[config.mk]
export PLATFORM = sky130hd
export DESIGN_NAME = jeig_mul
export DESIGN_NICKNAME = d
export VERILOG_FILES = /design/src/design/jacobi_eigen_3x3_top_assert.svh /design/src/design/jeig_pkg.sv /design/src/design/jeig_mul.sv
export SDC_FILE = /design/constraint.sdc
export NUM_CORES = 2
export LEC_CHECK = 0
export ABC_AREA = 1
export CELL_PAD_IN_SITES_DETAIL_PLACEMENT = 0
export CELL_PAD_IN_SITES_GLOBAL_PLACEMENT = 2
export CORE_MARGIN = 5
export CORE_UTILIZATION = 40
export CTS_BUF_LIST = sky130_fd_sc_hd__clkbuf_8
export DETAILED_ROUTE_END_ITERATION = 7
export DONT_BUFFER_PORTS = 1
export MAX_ROUTING_LAYER = met4
export PLACE_DENSITY_LB_ADDON = 0.1
export SLEW_MARGIN = 5
export SYNTH_ARGS = -nofsm -noshare
export SYNTH_HDL_FRONTEND = slang
export SYNTH_SLANG_ARGS = --single-unit
export TNS_END_PERCENT = 1
[constraint.sdc]
create_clock -name clk -period 9.3 [get_ports clk]
set_input_delay 1.395 -clock clk [delete_from_list [all_inputs] [get_ports clk]]
set_output_delay 1.395 -clock clk [all_outputs]
set_load 0.03 [all_outputs]
[src/design/jacobi_eigen_3x3_top_assert.svh]
// assertion helpers used by the eigen solver top level
`ifndef JACOBI_EIGEN_3X3_TOP_ASSERT_SVH
`define JACOBI_EIGEN_3X3_TOP_ASSERT_SVH

// same-cycle implication, checked on clk outside reset
`define JEIG_ASSERT_SAME(lbl, ante, cons, msg) \
  lbl: assert property (@(posedge clk) disable iff (rst) (ante) |-> (cons)) else $error(msg);

// next-cycle implication, checked on clk outside reset
`define JEIG_ASSERT_NEXT(lbl, ante, cons, msg) \
  lbl: assert property (@(posedge clk) disable iff (rst) (ante) |=> (cons)) else $error(msg);

`endif

[src/design/jeig_pkg.sv]
`timescale 1ns / 1ps
package jeig_pkg;

  localparam int DW = 32;
  localparam int CB = 30;
  localparam logic [DW-1:0] DMAX = {1'b0, {(DW-1){1'b1}}};
  localparam logic [DW-1:0] DMIN = {1'b1, {(DW-1){1'b0}}};

  // busy / done status of an iterative unit
  typedef struct packed {
    logic busy;
    logic done;
  } unit_stat_t;

  // magnitude of a signed word, most negative value included
  function automatic logic [DW-1:0] mag(input logic signed [DW-1:0] x);
    mag = x[DW-1] ? (~x + 1'b1) : x;
  endfunction

  // saturate a one-bit-wider signed value
  function automatic logic signed [DW-1:0] sat1(input logic signed [DW:0] x);
    if (x[DW] != x[DW-1]) begin
      sat1 = x[DW] ? DMIN : DMAX;
    end else begin
      sat1 = x[DW-1:0];
    end
  endfunction

  // sign and magnitude to a saturated word
  function automatic logic signed [DW-1:0] from_sm(input logic neg, input logic [DW:0] m);
    if (!neg) begin
      from_sm = (m > {1'b0, DMAX}) ? DMAX : m[DW-1:0];
    end else if (m > {1'b0, DMAX}) begin
      from_sm = DMIN;
    end else begin
      from_sm = ~m[DW-1:0] + 1'b1;
    end
  endfunction

  // saturating add of two sign-magnitude terms
  function automatic logic signed [DW-1:0] combine(input logic n1, input logic [DW-1:0] m1,
                                                  input logic n2, input logic [DW-1:0] m2);
    if (n1 == n2) begin
      combine = from_sm(n1, {1'b0, m1} + {1'b0, m2});
    end else if (m1 >= m2) begin
      combine = from_sm(n1, {1'b0, m1 - m2});
    end else begin
      combine = from_sm(n2, {1'b0, m2 - m1});
    end
  endfunction

  // |a - b| without overflow
  function automatic logic [DW:0] abs_delta(input logic signed [DW-1:0] a,
                                            input logic signed [DW-1:0] b);
    logic signed [DW:0] d;
    d = {a[DW-1], a} - {b[DW-1], b};
    abs_delta = d[DW] ? (~d + 1'b1) : d;
  endfunction

endpackage

[src/design/jeig_mul.sv]
`timescale 1ns / 1ps
module jeig_mul (
  input  logic                          clk,
  input  logic [jeig_pkg::DW-1:0]       a,
  input  logic [jeig_pkg::DW-1:0]       b,
  output logic [2*jeig_pkg::DW-1:0]     p
);
  import jeig_pkg::*;

  // registered unsigned product
  always_ff @(posedge clk) begin
    p <= a * b;
  end

endmodule

== After elaboration in Yosys (flattened, before gate mapping) ==
Index checks and enable logic that the tools add are counted.
Widths: inputs -> output; s select.

* Bits in registers: 64
* Output and inout port bits: 64
* Logic and storage cells: 2

* Multipliers: 1

{| class="wikitable"
|+ Operators with widths
! operator !! number
|-
| $mul 32x32->64 || 1
|}

== Depth between registers and ports, before layout ==
* Word-level depth: 1
* Gate-level depth with buffers: 30

== Worst setup path after synthesis ==
OpenSTA, ideal clock, no wires.

* Path type: input to register
* From: input port a[25] (netlist name)
* To: register p[60] (netlist name)
* Library setup time: 0.112 ns
* Data arrival time: 7.097 ns
* Required time: 9.188 ns
* Slack: 2.091 ns
* Cell stages on the path: 26
* Path buffers: 1
* Cells stage by stage: clkbuf_1 -> nand2_1 -> fa_1 -> inv_1 -> fa_1 -> inv_1 -> fa_1 -> inv_1 -> fa_1 -> fa_1 -> fa_1 -> fa_1 -> inv_1 -> fa_1 -> inv_1 -> ha_1 -> nand2_1 -> nand2_1 -> a21oi_1 -> nand2_1 -> nand2_1 -> nand2_1 -> a21oi_1 -> nand2_1 -> nand2_1 -> nand2_1

* Word-level cells in the longest chain between the ends: 1

{| class="wikitable"
|+ RTL lines
! item !! RTL line !! text
|-
| start, declared || jeig_mul.sv:4 || <nowiki>input logic [jeig_pkg::DW-1:0] a,</nowiki>
|-
| $mul 32x32->64 || jeig_mul.sv:12 || <nowiki>p <= a * b;</nowiki>
|-
| end signal, assigned || jeig_mul.sv:12 ||
|-
| end, declared || jeig_mul.sv:6 || <nowiki>output logic [2*jeig_pkg::DW-1:0] p</nowiki>
|}

No other way between the ends.

== Final worst setup path ==
* From: input port a[10] (netlist name)
* To: register p[47] (netlist name)

Same word-level chain as after synthesis.

==> flow_metrics.tcl <==
set metrics [dict create \
    gr-usage-all-layers_pct 24.61 \
    synth_cell_types 23 \
    post_cts_buffers 0 \
    nFillCells 9919 \
    synth_warnings 0 \
    clock.fmax_mhz 134.0 \
    core_um2 93050 \
    layout_commonest_cell "inv_1" \
    start_util_pct 40.19 \
    worstSetupPathType "in -> reg" \
    finalSetupViolCount 0 \
    maxSlewViolCount 0 \
    setup_tns_ps 0 \
    rows 112 \
    grt_pass1_vias 29920 \
    drt_first_pass_iters 5 \
    cts_resized 0 \
    dieArea_um2 99720 \
    drt_iter0_markers 1377 \
    tightestPinTransition_ps 525.2 \
    portBuffers 0 \
    holdBufCountCts 0 \
    drt-total-wl_um 115700 \
    outcome "completed" \
    slew_headroom_pct 64.94 \
    die_h_um 315.8 \
    hold_viol 0 \
    cap_violations 0 \
    cts.path.max_buffers 2 \
    critPathMaxFanout 32 \
    finalWorstPathRequiredPeriod_ps 7460 \
    routedWlPerCell_um 18.96 \
    htreeDepth 3 \
    ys_ff_latch 64 \
    clock-sinks 64 \
    syn_area_um2 37400 \
    grt_max_degree 33 \
    clk_pin_slew_worst_paths_ps 90 \
    avgSynthCellArea_um2 7.446 \
    final-seq-area_um2 1281 \
    die_x_um 315.8 \
    cts-root-buf "clkbuf_8" \
    post-route-period-util_pct 80.22 \
    syn2layout_area_growth_pct 2.870 \
    io_pins 129 \
    largest_reg_flops 64 \
    drc 0 \
    antenna_found_initial 0 \
    grt_pass1_wl_um 181900 \
    startpoint_type "input port" \
    viasPerCell 4.564 \
    hp-class "in -> reg" \
    dp_hpwl_um 95140 \
    numCtsBuffers 9 \
    place.gp.congestion 0.8556 \
    ant_nets 0 \
    cts_tree "yes" \
    end_kind "flip-flop" \
    num_vias 27850 \
    largestRegisters "p (64)" \
    synth_fp_nets 6247 \
    grt-ovfl-total 0 \
    layout_common_cells "inv_1 (1723), nand2_1 (1566), fa_1 (896)" \
    diodes 0 \
    ys_seq_area_share_pct 3.426 \
    postSynthCellCount 5023 \
    cp.arrival_ps 7720 \
    rsz0062_at_grt "no" \
    top_register "p" \
    nNetsFinal 6066 \
    final_layout_size_suffix_gt1_share_pct 1.651 \
    multi_input_area_um2 28890 \
    worstPathRequired_ps 9560 \
]
[stage by stage]
step	setup WS [ps]	instances	hold WS, ps	instance area, um^2	util, %
4_1_cts	1915	6101	1111	38470	41.35
2_1_floorplan	2091	5023	1493	37400	-
6_report	1840	6101	1130	38470	41.35
3_5_place_dp	1543	6085	1508	38250	41.11
5_1_grt	1625	6101	1117	38470	41.35
3_3_place_gp	1534	6085	1507	38250	41.11
[cell families after synthesis]
group / after synthesis / share of synthesized area (%)
and+or+nand+nor: 1781 / 18.80
adders and majority gates: 1159 / 56.76
buffers and inverters: 1927 / 19.34
DFF: 64 / 3.426
AOI/OAI and AO/OA: 57 / 0.8531
xor gates and xnor gates: 35 / 0.8196
[worst max-delay path, stage by stage]
cell	delay (ps)
nand2_1	70
inv_1	50
fa_1	530
inv_1	50
fa_1	530
inv_1	50
fa_1	500
inv_1	50
fa_1	600
inv_1	70
fa_1	500
fa_1	440
fa_1	530
fa_1	470
ha_1	510
nand2_1	160
nor2_1	180
inv_2	90
nor2_1	330
a21oi_1	140
nand2_2	180
nand2_1	100
nand3_1	80
nand2_1	60
[cells in the mapped netlist (all sizes together)]
master	instances	area share, %
a21oi	43	0.58
clkbuf	192	1.9
dfxtp	64	3.4
fa	896	48
ha	263	8.8
inv	1735	17
nand2	1581	16
nand3	65	0.99
nand4	16	0.27
nor2	101	1.2
nor3	18	0.35
o21ai	2	0.027
o21bai	12	0.25
xnor2	2	0.047
xor2	33	0.77
[final cells by class]
type                       instances  share of cell area [%]
clock buffer                       9                  0.3220
clock inverter                     7                  0.2634
inverter                        1735                   16.93
multi-input combinational       3032                   75.08
sequential                        64                   3.330
tap                             1254                   4.078
[worst paths after layout]
path                  start     to  slack (ps)  cells past startpoint
worst max-delay path  a[10]  p[47]        1840                     24
worst min-delay path   b[0]   p[0]        1130                      2
[routing by layer]
metal  global-route usage [%]  vias to the layer above  part of all wire [%]
met5                        -                        -                     0
met4                    3.425                        0                   1.8
met3                    2.759                       91                   3.9
met2                    42.86                      464                    51
met1                    31.99                    14060                    44
li1                         -                    13240                     -
Power is left out: the tool's default activity adds up to more than one toggle a clock period on the data nets, which glitch-free logic cannot reach.
