[config.mk]
export PLATFORM = sky130hd
export DESIGN_NAME = jeig_sqrt
export DESIGN_NICKNAME = d
export VERILOG_FILES = /design/src/design/jacobi_eigen_3x3_top_assert.svh /design/src/design/jeig_pkg.sv /design/src/design/jeig_sqrt.sv
export SDC_FILE = /design/constraint.sdc
export NUM_CORES = 1
export LEC_CHECK = 0
export BUFFER_PORTS_ARGS = -buffer_cell sky130_fd_sc_hd__clkbuf_2
export CAP_MARGIN = 30
export CORE_ASPECT_RATIO = 0.6
export CORE_UTILIZATION = 28
export CTS_CLUSTER_DIAMETER = 40
export CTS_CLUSTER_SIZE = 30
export DETAILED_ROUTE_END_ITERATION = 8
export PLACE_DENSITY = 0.57
export SLEW_MARGIN = 5
export SYNTH_ARGS = -nofsm -noshare
export SYNTH_HDL_FRONTEND = slang
export SYNTH_SLANG_ARGS = --single-unit
[constraint.sdc]
create_clock -name clk -period 7.1 [get_ports clk]
set_input_delay 1.065 -clock clk [delete_from_list [all_inputs] [get_ports clk]]
set_output_delay 1.065 -clock clk [all_outputs]
set_load 0.02 [all_outputs]
[src/design/jacobi_eigen_3x3_top_assert.svh]
// assertion helpers used by the eigen solver top level
`ifndef JACOBI_EIGEN_3X3_TOP_ASSERT_SVH
`define JACOBI_EIGEN_3X3_TOP_ASSERT_SVH

// same-cycle implication, checked on clk outside reset
`define JEIG_ASSERT_SAME(lbl, ante, cons, msg) \
  lbl: assert property (@(posedge clk) disable iff (rst) (ante) |-> (cons)) else $error(msg);

// next-cycle implication, checked on clk outside reset
`define JEIG_ASSERT_NEXT(lbl, ante, cons, msg) \
  lbl: assert property (@(posedge clk) disable iff (rst) (ante) |=> (cons)) else $error(msg);

`endif

[src/design/jeig_pkg.sv]
`timescale 1ns / 1ps
package jeig_pkg;

  localparam int DW = 32;
  localparam int CB = 30;
  localparam logic [DW-1:0] DMAX = {1'b0, {(DW-1){1'b1}}};
  localparam logic [DW-1:0] DMIN = {1'b1, {(DW-1){1'b0}}};

  // busy / done status of an iterative unit
  typedef struct packed {
    logic busy;
    logic done;
  } unit_stat_t;

  // magnitude of a signed word, most negative value included
  function automatic logic [DW-1:0] mag(input logic signed [DW-1:0] x);
    mag = x[DW-1] ? (~x + 1'b1) : x;
  endfunction

  // saturate a one-bit-wider signed value
  function automatic logic signed [DW-1:0] sat1(input logic signed [DW:0] x);
    if (x[DW] != x[DW-1]) begin
      sat1 = x[DW] ? DMIN : DMAX;
    end else begin
      sat1 = x[DW-1:0];
    end
  endfunction

  // sign and magnitude to a saturated word
  function automatic logic signed [DW-1:0] from_sm(input logic neg, input logic [DW:0] m);
    if (!neg) begin
      from_sm = (m > {1'b0, DMAX}) ? DMAX : m[DW-1:0];
    end else if (m > {1'b0, DMAX}) begin
      from_sm = DMIN;
    end else begin
      from_sm = ~m[DW-1:0] + 1'b1;
    end
  endfunction

  // saturating add of two sign-magnitude terms
  function automatic logic signed [DW-1:0] combine(input logic n1, input logic [DW-1:0] m1,
                                                  input logic n2, input logic [DW-1:0] m2);
    if (n1 == n2) begin
      combine = from_sm(n1, {1'b0, m1} + {1'b0, m2});
    end else if (m1 >= m2) begin
      combine = from_sm(n1, {1'b0, m1 - m2});
    end else begin
      combine = from_sm(n2, {1'b0, m2 - m1});
    end
  endfunction

  // |a - b| without overflow
  function automatic logic [DW:0] abs_delta(input logic signed [DW-1:0] a,
                                            input logic signed [DW-1:0] b);
    logic signed [DW:0] d;
    d = {a[DW-1], a} - {b[DW-1], b};
    abs_delta = d[DW] ? (~d + 1'b1) : d;
  endfunction

endpackage

[src/design/jeig_sqrt.sv]
`timescale 1ns / 1ps
module jeig_sqrt (
  input  logic                          clk,
  input  logic                          rst,
  input  logic                          start,
  input  logic [2*jeig_pkg::DW-1:0]     x,
  output logic [jeig_pkg::DW-1:0]       root,
  output jeig_pkg::unit_stat_t          stat
);
  import jeig_pkg::*;

  localparam int XW = 2 * DW;
  localparam int CW = $clog2(DW);
  localparam int RW = DW + 4;

  logic          busy;
  logic          done;
  logic [CW-1:0] cnt;
  logic [XW-1:0] xs;
  logic [RW-1:0] rem;
  logic [RW-1:0] r4;
  logic [RW-1:0] trial;
  logic          take;

  // two radicand bits per cycle, one root bit out
  assign r4    = {rem[RW-3:0], xs[XW-1:XW-2]};
  assign trial = {2'b00, root, 2'b01};
  assign take  = (r4 >= trial);

  always_ff @(posedge clk) begin
    if (rst) begin
      busy <= 1'b0;
      done <= 1'b0;
    end else begin
      done <= 1'b0;
      if (start) begin
        busy <= 1'b1;
      end else if (busy && cnt == CW'(DW - 1)) begin
        busy <= 1'b0;
        done <= 1'b1;
      end
    end
  end

  always_ff @(posedge clk) begin
    if (start) begin
      xs   <= x;
      rem  <= '0;
      root <= '0;
      cnt  <= '0;
    end else if (busy) begin
      rem  <= take ? (r4 - trial) : r4;
      root <= {root[DW-2:0], take};
      xs   <= {xs[XW-3:0], 2'b00};
      cnt  <= cnt + 1'b1;
    end
  end

  assign stat.busy = busy;
  assign stat.done = done;

endmodule

Word-level counts from Yosys, hierarchy flattened
Cells that the tools add are included.
Storage, ports and cells
  flip-flop bits (word level): 137
  bits in latches: 0
  memory bits (writable): 0
  memory bits (read-only): 0
  input port bits: 67
  output and inout bits: 34
  word-level logic and storage cells: 20
  memories: 0
Cells by class
  add/sub/neg operators: 2
  multipliers: 0
  div/mod/pow operators: 0
  order comparisons: 1
  equal/unequal tests: 1
  shift operators: 0
  multiplexer cells: 6
  bitwise gates (word level): 0
  reduce and logical (&&, ||, !) cells: 4
Operator list (count)
  two-way mux 64 bit: 2
  >= comparator 36 x 34 -> 1 bit: 1
  two-way mux 34 bit: 1
  subtractor 34 bit: 1
  adder 5 x 1 -> 5 bit (second input constant): 1
  equality test 5 bit (second input constant): 1
  nonzero test 2 bit: 2
  two-way mux 1 bit: 3
  OR reduction 2 bit: 1
  logical AND 1 bit: 1

Longest topological paths before layout
  depth after elaboration: 4
  depth in mapped cells: 13
  depth with buffers taken out: 11

Least setup slack after synthesis
Ideal clock, no wire load.
  kind: input port to flip-flop
  start: input start
  end: register xs[0], enable pin
  setup time: 0.419 ns
  arrival: 2.769 ns
  data required time: 6.681 ns
  path slack: 3.912 ns
  cell stages on the path: 3
  path buffers: 1
  cell sequence: clkbuf_1 -> nor2_1 -> inv_1
On the way
  word-level cells in the longest chain between the ends: 1
RTL lines
  start, declared: line jeig_sqrt.sv:5  | input logic start,
  nonzero test 2 bit (no source line)
  end signal, assigned: line jeig_sqrt.sv:54  | xs <= {xs[XW-3:0], 2'b00};
  end, declared: line jeig_sqrt.sv:19  | logic [XW-1:0] xs;
No other way between the ends.
A chain may end at the register's enable or synchronous reset.

Worst setup path after layout
  start: register root[23] (netlist bit)
  end: register rem[12]
On the way
  word-level cells in the longest chain between the ends: 2
RTL lines
  start, declared: line jeig_sqrt.sv:7  | output logic [jeig_pkg::DW-1:0] root,
  start signal, assigned: line jeig_sqrt.sv:53  | root <= {root[DW-2:0], take};
  >= comparator 36 x 34 -> 1 bit: line jeig_sqrt.sv:28  | assign take = (r4 >= trial);
  two-way mux 34 bit: line jeig_sqrt.sv:52  | rem <= take ? (r4 - trial) : r4;
  end signal, assigned: line jeig_sqrt.sv:52
  end, declared: line jeig_sqrt.sv:20  | logic [RW-1:0] rem;
No other way between the ends.

==> metrics.cfg <==
[global_routing]
grt_overflow = 0
grt_first_pass_wirelength_mm = 30.1
grt_pass1_vias = 5435
antenna_found_initial = 0
grt_max_degree = 74
track_usage_pct = 14.1

[synthesis]
synth_edf_count = 64
synth_area_leaders = edfxtp_1 (26%), dfxtp_1 (20%), mux2_2 (9.5%), ha_1 (6.0%), mux2i_1 (4.4%)
synth_area_leader_cell = edfxtp_1
netlist.area_leader.share_pct = 25.7
synth-async-reset-ratio_pct = 0
post_synth_inst_count = 729
ys_ff_latch = 137
syn_area_per_cell_um2 = 10.2
synth_ff_type = dfxtp_1
yosysWarnings = 0
synthesis.area_um2 = 7460
synth_cell_types = 65
syn_nets = 832
ys_seq_area_share_pct = 45.3

[place]
port_buffers = 100
gp_congestion = 0.867
place_inst = 1144
hpwl_mm = 12.9

[critical_path]
crit_type = register to register
crit_start = root[23]$_SDFFE_PP0P_
crit_family = compound AO/OA/AOI/OAI gates
crit_path_max_incr_delay_ps = 760
critPathLaunchType = register
cp_slowest_cell = o211ai_1
critPathMostFrequentCell = nand2_1
cp.arrival_ps = 4060
path_cells = inv_1 -> ha_1 -> nand4_1 -> nor4_1 -> nand2_1 -> a31oi_1 -> o21ai_1 -> o211ai_1 -> buf_4 -> nand2_1 -> a311oi_1
cp.required_ps = 7420
cp-end-kind = register
cp_max_fo = 16
timing.rr.start = root[23]$_SDFFE_PP0P_
path_buf_inv = 2

[clock_tree]
cts_tree = yes
cts_root_buffer = clkbuf_16
ctsHoldBuffers = 0
clk_pin_slew_worst_paths_ps = 60
cts_resized = 0
cts_sinks = 137
post-cts-setup-buffers = 0
clk_latency_ps = 420
clk_path_buf_depth = 2
htree_levels = 4
cts_buffers = 17

[layout]
num_antenna_cells = 0
final-instance-count-excl-fill = 1178
area_growth_pct = 19.0
nets = 916
drive_gt1_share_pct = 26.4
mostFrequentLayoutCell = clkbuf_2
mostFrequentLayoutCells = clkbuf_2 (99), nor2_1 (72), dfxtp_1 (72)

[timing]
skew_ps = 10.1
min_period_over_period_pct = 52.6
drv_slew = 0
tightestPinTransition_ps = 914
hold_viol_final = 0
finalSetupTns_ps = 0
max_freq_mhz = 268
rsz0062_at_grt = false
setup_viol = 0
finalCriticalPeriod_ps = 3740
slew_headroom_pct = 38.8

[die]
ioPinCount = 101
die_y_um = 128
floorplan.die_area_um2 = 27300
core_um2 = 25700
start_util_pct = 29.0
die_w_um = 213
rows = 45

[job]
cap_viol_max_count = 0

[pwr]
p_per_area_nw_per_um2 = 406
p_leak_uw = 0.00356
ir_worst_vdd_uv = 350

[detailed_routing]
vias = 5675
vias_per_cell = 4.82
routedWlPerCell_um = 15.9
dr.pass1.iters = 5
drc = 0
ant_nets = 0
wl_mm = 18.7
drtIter0Drc = 366

[status]
run_status = completed

[min_path]
hold_path_class = register to register
hp-start = rem[32]$_SDFFE_PP0P_

## metal layers
layer	GRT usage, %	wire length [µm]	vias up
li1	-	-	2840
met1	22.7	10500	2682
met2	18.3	7100	146
met3	3.25	985	7
met4	3.34	86	0
met5	0	0	-
## where the power goes
part           leakage [µW]  switching, µW  total [µW]  internal, µW
logic               0.00207           1070        1790           718
registers           0.00124           72.8        1010           939
clock network      0.000252            361         808           447
total               0.00356           1510        3610          2100
## metrics by stage
step | power (µW) | hold WS (ps) | cell area (µm²) | utilization (%) | worst slack [ps]
3_3_place_gp | 2720 | 457 | 8280 | 32.2 | 3400
5_1_grt | 3850 | 479 | 8880 | 34.5 | 3010
4_1_cts | 3550 | 471 | 8830 | 34.3 | 3360
3_5_place_dp | 2730 | 455 | 8300 | 32.3 | 3370
6_report | 3610 | 473 | 8880 | 34.5 | 3360
2_1_floorplan | 2320 | 431 | 7460 | - | 3910
## synth_stat cells (6+ instances only)
cell / n
a211oi_1: 7
a21o_1: 16
a21oi_1: 23
a311oi_1: 13
a31oi_1: 6
a32oi_1: 8
buf_1: 6
clkbuf_1: 31
dfxtp_1: 73
edfxtp_1: 64
ha_1: 36
inv_1: 40
mux2_2: 63
mux2i_1: 33
nand2_1: 60
nand3_1: 24
nand4_1: 8
nor2_1: 72
nor3_1: 14
o21a_1: 7
o21ai_0: 11
o21ai_1: 7
xnor2_1: 16
xor2_1: 13
## final timing paths
kind,slack [ps],cells past startpoint,endpoint
worst max-delay path,3360,11,rem[12]$_SDFFE_PP0P_
worst min-delay path,470,2,rem[32]$_SDFFE_PP0P_
worst max register to register,3360,11,rem[12]$_SDFFE_PP0P_
worst min register to register,470,2,rem[32]$_SDFFE_PP0P_
## state kept, by name, indices dropped and copies added (netlist names)
register and flops:
xs 64, cnt 5, busy 1, root 32
done 1, rem 34
## cell type report
| type | count | area (µm²) |
|---|---|---|
| fillers | 2669 | 16800 |
| multi-input cells | 508 | 3750 |
| flip-flops and latches | 137 | 3390 |
| inverters | 41 | 154 |
| clock inverters | 14 | 101 |
| well taps | 352 | 440 |
| clock buffers | 18 | 429 |
| repair buffers | 108 | 616 |
## kinds of logic (layout without fill, tap and decap cells)
kind of cell             after synthesis  in the layout  synth area share [%]
AND/OR/NAND/NOR                      207            207                  12.5
AO/OA/AOI/OAI                        140            140                  14.4
flip-flops                           137            137                  45.3
multiplexers                          96             96                  13.9
buffers and inverters                 84            181                  4.39
adder cells (fa/ha/maj)               36             36                  6.03
XOR/XNOR                              29             29                  3.40
## worst min-delay path: stages, from the launching register on
cell     delay (ps)
dfxtp_1         340
a32oi_1          50
nand2_1          60
Note: power is estimated with default switching activity, not from simulation.
