### config.mk
export PLATFORM = sky130hd
export DESIGN_NAME = jeig_div
export DESIGN_NICKNAME = d
export VERILOG_FILES = /design/src/design/jacobi_eigen_3x3_top_assert.svh /design/src/design/jeig_pkg.sv /design/src/design/jeig_div.sv
export SDC_FILE = /design/constraint.sdc
export NUM_CORES = 1
export LEC_CHECK = 0
export BUFFER_PORTS_ARGS = -buffer_cell sky130_fd_sc_hd__buf_2
export CAP_MARGIN = 10
export CORE_MARGIN = 4
export CORE_UTILIZATION = 52
export DETAILED_ROUTE_END_ITERATION = 8
export HOLD_SLACK_MARGIN = 0.08
export PLACE_DENSITY = 0.75
export SKIP_CTS_REPAIR_TIMING = 1
export SLEW_MARGIN = 20
export SYNTH_ARGS = -nofsm -noshare
export SYNTH_HDL_FRONTEND = slang
export SYNTH_SLANG_ARGS = --single-unit
### constraint.sdc
create_clock -name clk -period 4.05 [get_ports clk]
set_input_delay 0.81 -clock clk [delete_from_list [all_inputs] [get_ports clk]]
set_output_delay 0.81 -clock clk [all_outputs]
set_load 0.05 [all_outputs]
### src/design/jacobi_eigen_3x3_top_assert.svh
// assertion helpers used by the eigen solver top level
`ifndef JACOBI_EIGEN_3X3_TOP_ASSERT_SVH
`define JACOBI_EIGEN_3X3_TOP_ASSERT_SVH

// same-cycle implication, checked on clk outside reset
`define JEIG_ASSERT_SAME(lbl, ante, cons, msg) \
  lbl: assert property (@(posedge clk) disable iff (rst) (ante) |-> (cons)) else $error(msg);

// next-cycle implication, checked on clk outside reset
`define JEIG_ASSERT_NEXT(lbl, ante, cons, msg) \
  lbl: assert property (@(posedge clk) disable iff (rst) (ante) |=> (cons)) else $error(msg);

`endif

### src/design/jeig_pkg.sv
`timescale 1ns / 1ps
package jeig_pkg;

  localparam int DW = 32;
  localparam int CB = 30;
  localparam logic [DW-1:0] DMAX = {1'b0, {(DW-1){1'b1}}};
  localparam logic [DW-1:0] DMIN = {1'b1, {(DW-1){1'b0}}};

  // busy / done status of an iterative unit
  typedef struct packed {
    logic busy;
    logic done;
  } unit_stat_t;

  // magnitude of a signed word, most negative value included
  function automatic logic [DW-1:0] mag(input logic signed [DW-1:0] x);
    mag = x[DW-1] ? (~x + 1'b1) : x;
  endfunction

  // saturate a one-bit-wider signed value
  function automatic logic signed [DW-1:0] sat1(input logic signed [DW:0] x);
    if (x[DW] != x[DW-1]) begin
      sat1 = x[DW] ? DMIN : DMAX;
    end else begin
      sat1 = x[DW-1:0];
    end
  endfunction

  // sign and magnitude to a saturated word
  function automatic logic signed [DW-1:0] from_sm(input logic neg, input logic [DW:0] m);
    if (!neg) begin
      from_sm = (m > {1'b0, DMAX}) ? DMAX : m[DW-1:0];
    end else if (m > {1'b0, DMAX}) begin
      from_sm = DMIN;
    end else begin
      from_sm = ~m[DW-1:0] + 1'b1;
    end
  endfunction

  // saturating add of two sign-magnitude terms
  function automatic logic signed [DW-1:0] combine(input logic n1, input logic [DW-1:0] m1,
                                                  input logic n2, input logic [DW-1:0] m2);
    if (n1 == n2) begin
      combine = from_sm(n1, {1'b0, m1} + {1'b0, m2});
    end else if (m1 >= m2) begin
      combine = from_sm(n1, {1'b0, m1 - m2});
    end else begin
      combine = from_sm(n2, {1'b0, m2 - m1});
    end
  endfunction

  // |a - b| without overflow
  function automatic logic [DW:0] abs_delta(input logic signed [DW-1:0] a,
                                            input logic signed [DW-1:0] b);
    logic signed [DW:0] d;
    d = {a[DW-1], a} - {b[DW-1], b};
    abs_delta = d[DW] ? (~d + 1'b1) : d;
  endfunction

endpackage

### src/design/jeig_div.sv
`timescale 1ns / 1ps
module jeig_div (
  input  logic                          clk,
  input  logic                          rst,
  input  logic                          start,
  input  logic [2*jeig_pkg::DW-1:0]     n,
  input  logic [jeig_pkg::DW-1:0]       d,
  output logic [jeig_pkg::DW-1:0]       q,
  output jeig_pkg::unit_stat_t          stat
);
  import jeig_pkg::*;

  localparam int NW = 2 * DW;
  localparam int CW = $clog2(NW);

  logic          busy;
  logic          done;
  logic [CW-1:0] cnt;
  logic [NW-1:0] nq;
  logic [DW-1:0] rem;
  logic [DW-1:0] dreg;
  logic [DW:0]   r2;
  logic          take;

  // one quotient bit per cycle, restoring
  assign r2   = {rem, nq[NW-1]};
  assign take = (r2 >= {1'b0, dreg});

  always_ff @(posedge clk) begin
    if (rst) begin
      busy <= 1'b0;
      done <= 1'b0;
    end else begin
      done <= 1'b0;
      if (start) begin
        busy <= 1'b1;
      end else if (busy && cnt == CW'(NW - 1)) begin
        busy <= 1'b0;
        done <= 1'b1;
      end
    end
  end

  always_ff @(posedge clk) begin
    if (start) begin
      nq   <= n;
      rem  <= '0;
      dreg <= d;
      cnt  <= '0;
    end else if (busy) begin
      rem <= take ? DW'(r2 - {1'b0, dreg}) : r2[DW-1:0];
      nq  <= {nq[NW-2:0], take};
      cnt <= cnt + 1'b1;
    end
  end

  assign q         = nq[DW-1:0];
  assign stat.busy = busy;
  assign stat.done = done;

endmodule

[Yosys cells after proc, flatten, opt, wreduce, memory -nomap -nowiden]
Cells that the tools add are included.
Storage, ports and cells
  register bits after elaboration: 136
  latch bits: 0
  RAM bits: 0
  bits in read-only memories: 0
  memories: 0
Cells by class
  add/sub/neg operators: 2
  multipliers: 0
  div/mod/pow operators: 0
  order comparisons: 1
  equality and inequality tests: 1
  shift operators: 0
  multiplexer cells: 6
  bitwise gates (word level): 0
  reduce and logical (&&, ||, !) cells: 4
Operators by type and width (number)
  $mux 64: 2
  $ge 33x32->1: 1
  $mux 32: 1
  $sub 32x32->32: 1
  $add 6x1->6 const B: 1
  $eq 6x6->1 const B: 1
  $reduce_bool 2->1: 2
  $mux 1: 3
  $reduce_or 2->1: 1
  $logic_and 1x1->1: 1

[Logic depth before layout (Yosys ltp)]
  depth in word-level cells: 4
  gate-level depth with buffers: 13

[Worst setup path after synthesis]
No wires, ideal clock.
  kind: input to register
  start: input start
  end: register nq[0] (enable)
  data arrival time: 2444 ps
  required time: 3632 ps
  slack: 1188 ps
  cell stages on the path: 3
  path buffers: 1
  path through: clkbuf_1 -> nor2_1 -> inv_1
Between the ends
  longest elaborated chain between the ends: 1
Ends and longest elaborated chain
  from (decl): line jeig_div.sv:5  | input logic start,
  $reduce_bool 2->1 (no line)
  to (signal assigned): line jeig_div.sv:46  | nq <= n;
  to (signal assigned): line jeig_div.sv:52  | nq <= {nq[NW-2:0], take};
  to (decl): line jeig_div.sv:19  | logic [NW-1:0] nq;
No other way between the ends.
A chain may end at the register's enable or synchronous reset.

[Worst setup path in the final report]
  start: register dreg[3]
  end: register rem[8]
Between the ends
  longest elaborated chain between the ends: 2
Ends and longest elaborated chain
  from (decl): line jeig_div.sv:21  | logic [DW-1:0] dreg;
  from (signal assigned): line jeig_div.sv:48  | dreg <= d;
  $sub 32x32->32 / $ge 33x32->1 (equally long branches): line jeig_div.sv:51, jeig_div.sv:27
  $mux 32 (*): line jeig_div.sv:51  | rem <= take ? DW'(r2 - {1'b0, dreg}) : r2[DW-1:0];
  to (signal assigned): line jeig_div.sv:51
  to (decl): line jeig_div.sv:20  | logic [DW-1:0] rem;
Every way passes the cells marked *; elsewhere a longest branch is shown, timed or not.

==> impl_metrics.py <==
metrics = {
    "floorplan": {
        "rows": 43,
        "die_area_sq_um": 16300,
        "io_pins": 133,
        "initial_core_util": 0.534,
        "die_h_microns": 128,
        "fp.dieW_microns": 128,
        "coreArea_sq_um": 14000,
    },
    "routing": {
        "wl_per_cell_microns": 16.4,
        "first_iter_violations": 308,
        "drt-total-wl_microns": 15900,
        "antenna_left": 0,
        "drt-vias-per-instance": 5.59,
        "drt-pass1-iter-count": 4,
        "drc": 0,
        "via_count": 5430,
    },
    "critical_path": {
        "end_kind": "register",
        "critical_path.top_delay_family": "compound AO/OA/AOI/OAI gates",
        "crit_chain": "inv_1 > ha_1 > a21oi_1 > nor2b_1 > a2111o_1 > a21oi_4 > a21oi_2 > o21a_1 > buf_4 > or3_1 > a311oi_1",
        "slowest_stage": "a2111o_1",
        "critPathLaunchType": "register",
        "critical_path_class": "reg2reg",
        "cp.required_ns": 4.38,
        "crit_buf_inv": 2,
        "reg2reg_slack_ns": 1.06,
        "arrival_ns": 3.32,
        "crit_path_max_fanout": 29,
        "max_stage_delay_ns": 0.47,
    },
    "placed_design": {
        "hpwl_microns": 11300,
        "place_ws_ns": 1.10,
        "io_buffers": 132,
        "gp_congestion": 0.895,
    },
    "sta": {
        "final_hold_viol_count": 0,
        "final.setup.tns_ns": 0,
        "finalSetupViolations": 0,
        "fmax_mhz": 334,
        "post-route-period-util": 0.739,
        "skew_ns": 0.0151,
        "drv_slew": 0,
        "slew_headroom": 0.458,
        "tightest_slew_ns": 0.813,
        "period_needed_ns": 2.99,
        "worst_slack_ns": 1.06,
        "rsz0062_at_grt": "false",
    },
    "synthesis": {
        "yosys_warnings": 0,
        "synth_area_leaders": "edfxtp_1 (39%), dfxtp_1 (11%), mux2_2 (9.7%), ha_1 (5.5%), buf_4 (3.7%)",
        "synth_nets": 818,
        "seq_area_frac_synth": 0.494,
        "synth_ff_type": "edfxtp_1",
        "syn_inst": 685,
        "avgSynthCellArea_sq_um": 10.9,
        "synth.largest_area_cell": "edfxtp_1",
        "syn_area_sq_um": 7460,
        "synthArstFlopShare": 0,
        "ys_types": 59,
        "synth_top_area_frac": 0.386,
        "synth_enable_flop_cells": 96,
        "ys_seq_elements": 136,
    },
    "clocking": {
        "cts_max_path_buffers": 2,
        "cts-root-buf": "clkbuf_16",
        "cts.sinks": 136,
        "cts.htree.levels": 4,
        "clkLatencyLatePin_ns": 0.43,
        "clk_pin_slew_ns": 0.07,
        "numCtsBuffers": 17,
        "cts_tree": "yes",
    },
    "layout": {
        "area.growth.synth_to_final_pct": 14.7,
        "drive_gt1_frac": 0.314,
        "antenna_cells": 0,
        "final_nets": 911,
    },
    "power": {
        "power.leakage_nw": 3.54,
        "p_per_area_nw_per_um2": 467,
        "ir_worst_vdd_uv": 299,
    },
    "global_route": {
        "grt_pass1_wl_microns": 26700,
        "overflow": 0,
        "antenna_found_initial": 1,
        "grt_pass1_vias": 5617,
        "gr-usage-all-layers": 0.203,
        "grt_max_degree": 65,
    },
    "flow_run": {
        "drv_cap": 0,
    },
    "hold_path": {
        "hold_path.class": "reg2reg",
    },
    "outcome": {
        "outcome": "finished, final reports clean",
    },
}
[per-layer routing]
metal	GRT usage	wire [microns]	share of wire	up-vias
met3	0.0867	1240	0.078	21
met5	0	13	0.00082	-
met1	0.241	6590	0.41	2595
li1	-	-	-	2660
met4	0.0643	191	0.012	2
met2	0.336	7870	0.49	152
[flip-flops by register name, summed over array words and instances, names as in the netlist]
signal and flops:
busy 1, nq 64, rem 32, cnt 6
dreg 32, done 1
[Yosys cell counts (all sizes together), types with 3 or more instances]
library cell	instances
inv	43
nand4	11
o21a	4
clkbuf	20
edfxtp	96
nor2b	6
a32oi	3
nor3b	5
nor2	47
a311oi	22
o211ai	8
nand3	10
nor3	4
nand2	70
ha	33
a21oi	34
xnor2	16
buf	45
nor4	4
a21o	11
o21bai	3
a211oi	3
mux2i	4
o21ai	27
nand2b	6
xor2	13
mux2	64
dfxtp	40
a31oi	5
[placed cells by master, fill, tap and decap left out, types with 5 or more instances in the layout]
| master | count |
|---|---|
| nor2_1 | 47 |
| nand2b_1 | 6 |
| nand4_1 | 11 |
| xor2_1 | 13 |
| buf_2 | 131 |
| nand3_1 | 10 |
| nand2_1 | 70 |
| xnor2_1 | 16 |
| edfxtp_1 | 96 |
| mux2_2 | 64 |
| a31oi_1 | 5 |
| o211ai_1 | 8 |
| a21oi_1 | 32 |
| nor3b_1 | 5 |
| inv_1 | 42 |
| nor2b_1 | 6 |
| a311oi_1 | 18 |
| clkbuf_16 | 17 |
| o21ai_0 | 23 |
| ha_1 | 33 |
| a21o_1 | 11 |
| buf_4 | 8 |
| dfxtp_1 | 39 |
[worst paths after layout]
check                             start  endpoint  cells past startpoint
worst min register to register   cnt[5]      done                      2
worst max register to register  dreg[3]    rem[8]                     11
worst max-delay path            dreg[3]    rem[8]                     11
worst min-delay path             cnt[5]      done                      2
[area by class of cell]
class | count | area (sq um)
Tap cell | 180 | 225
Clock inverter | 15 | 140
Inverter | 43 | 161
Sequential cell | 136 | 3680
Timing Repair Buffer | 139 | 716
Clock buffer | 17 | 425
Multi-Input combinational cell | 441 | 3210
Fill cell | 1159 | 5430
[power by group]
group	total [mW]	internal [mW]	switching, mW
Combinational	0.819	0.311	0.508
Clock	1.49	0.856	0.630
Sequential	1.69	1.64	0.0588
[metrics by stage]
stage | instances | cell area [sq um] | power (mW) | util | hold slack (ns)
floorplan | 685 | 7460 | 2.38 | - | 0.444
global placement | 939 | 8000 | 2.51 | 0.572 | 0.467
detailed placement | 939 | 8000 | 2.53 | 0.572 | 0.488
CTS | 971 | 8560 | 4.03 | 0.612 | 0.497
global route | 971 | 8560 | 4.19 | 0.612 | 0.516
finish | 971 | 8560 | 4.00 | 0.612 | 0.493
[worst min-delay path: stages (launching register included)]
cell and delay (ns):
dfxtp_1 0.32, nand4_1 0.10, nor2_1 0.04
[cells by family after synthesis]
logic type / count (synthesis) / synth area share
AND/OR/NAND/NOR: 176 / 0.109
flip-flops: 136 / 0.494
AO/OA/AOI/OAI: 134 / 0.127
buffers and inverters: 108 / 0.0764
multiplexers: 68 / 0.102
adder cells (fa/ha/maj): 34 / 0.0580
XOR/XNOR: 29 / 0.0340
No activity file was read; power rests on OpenSTA's default activity.
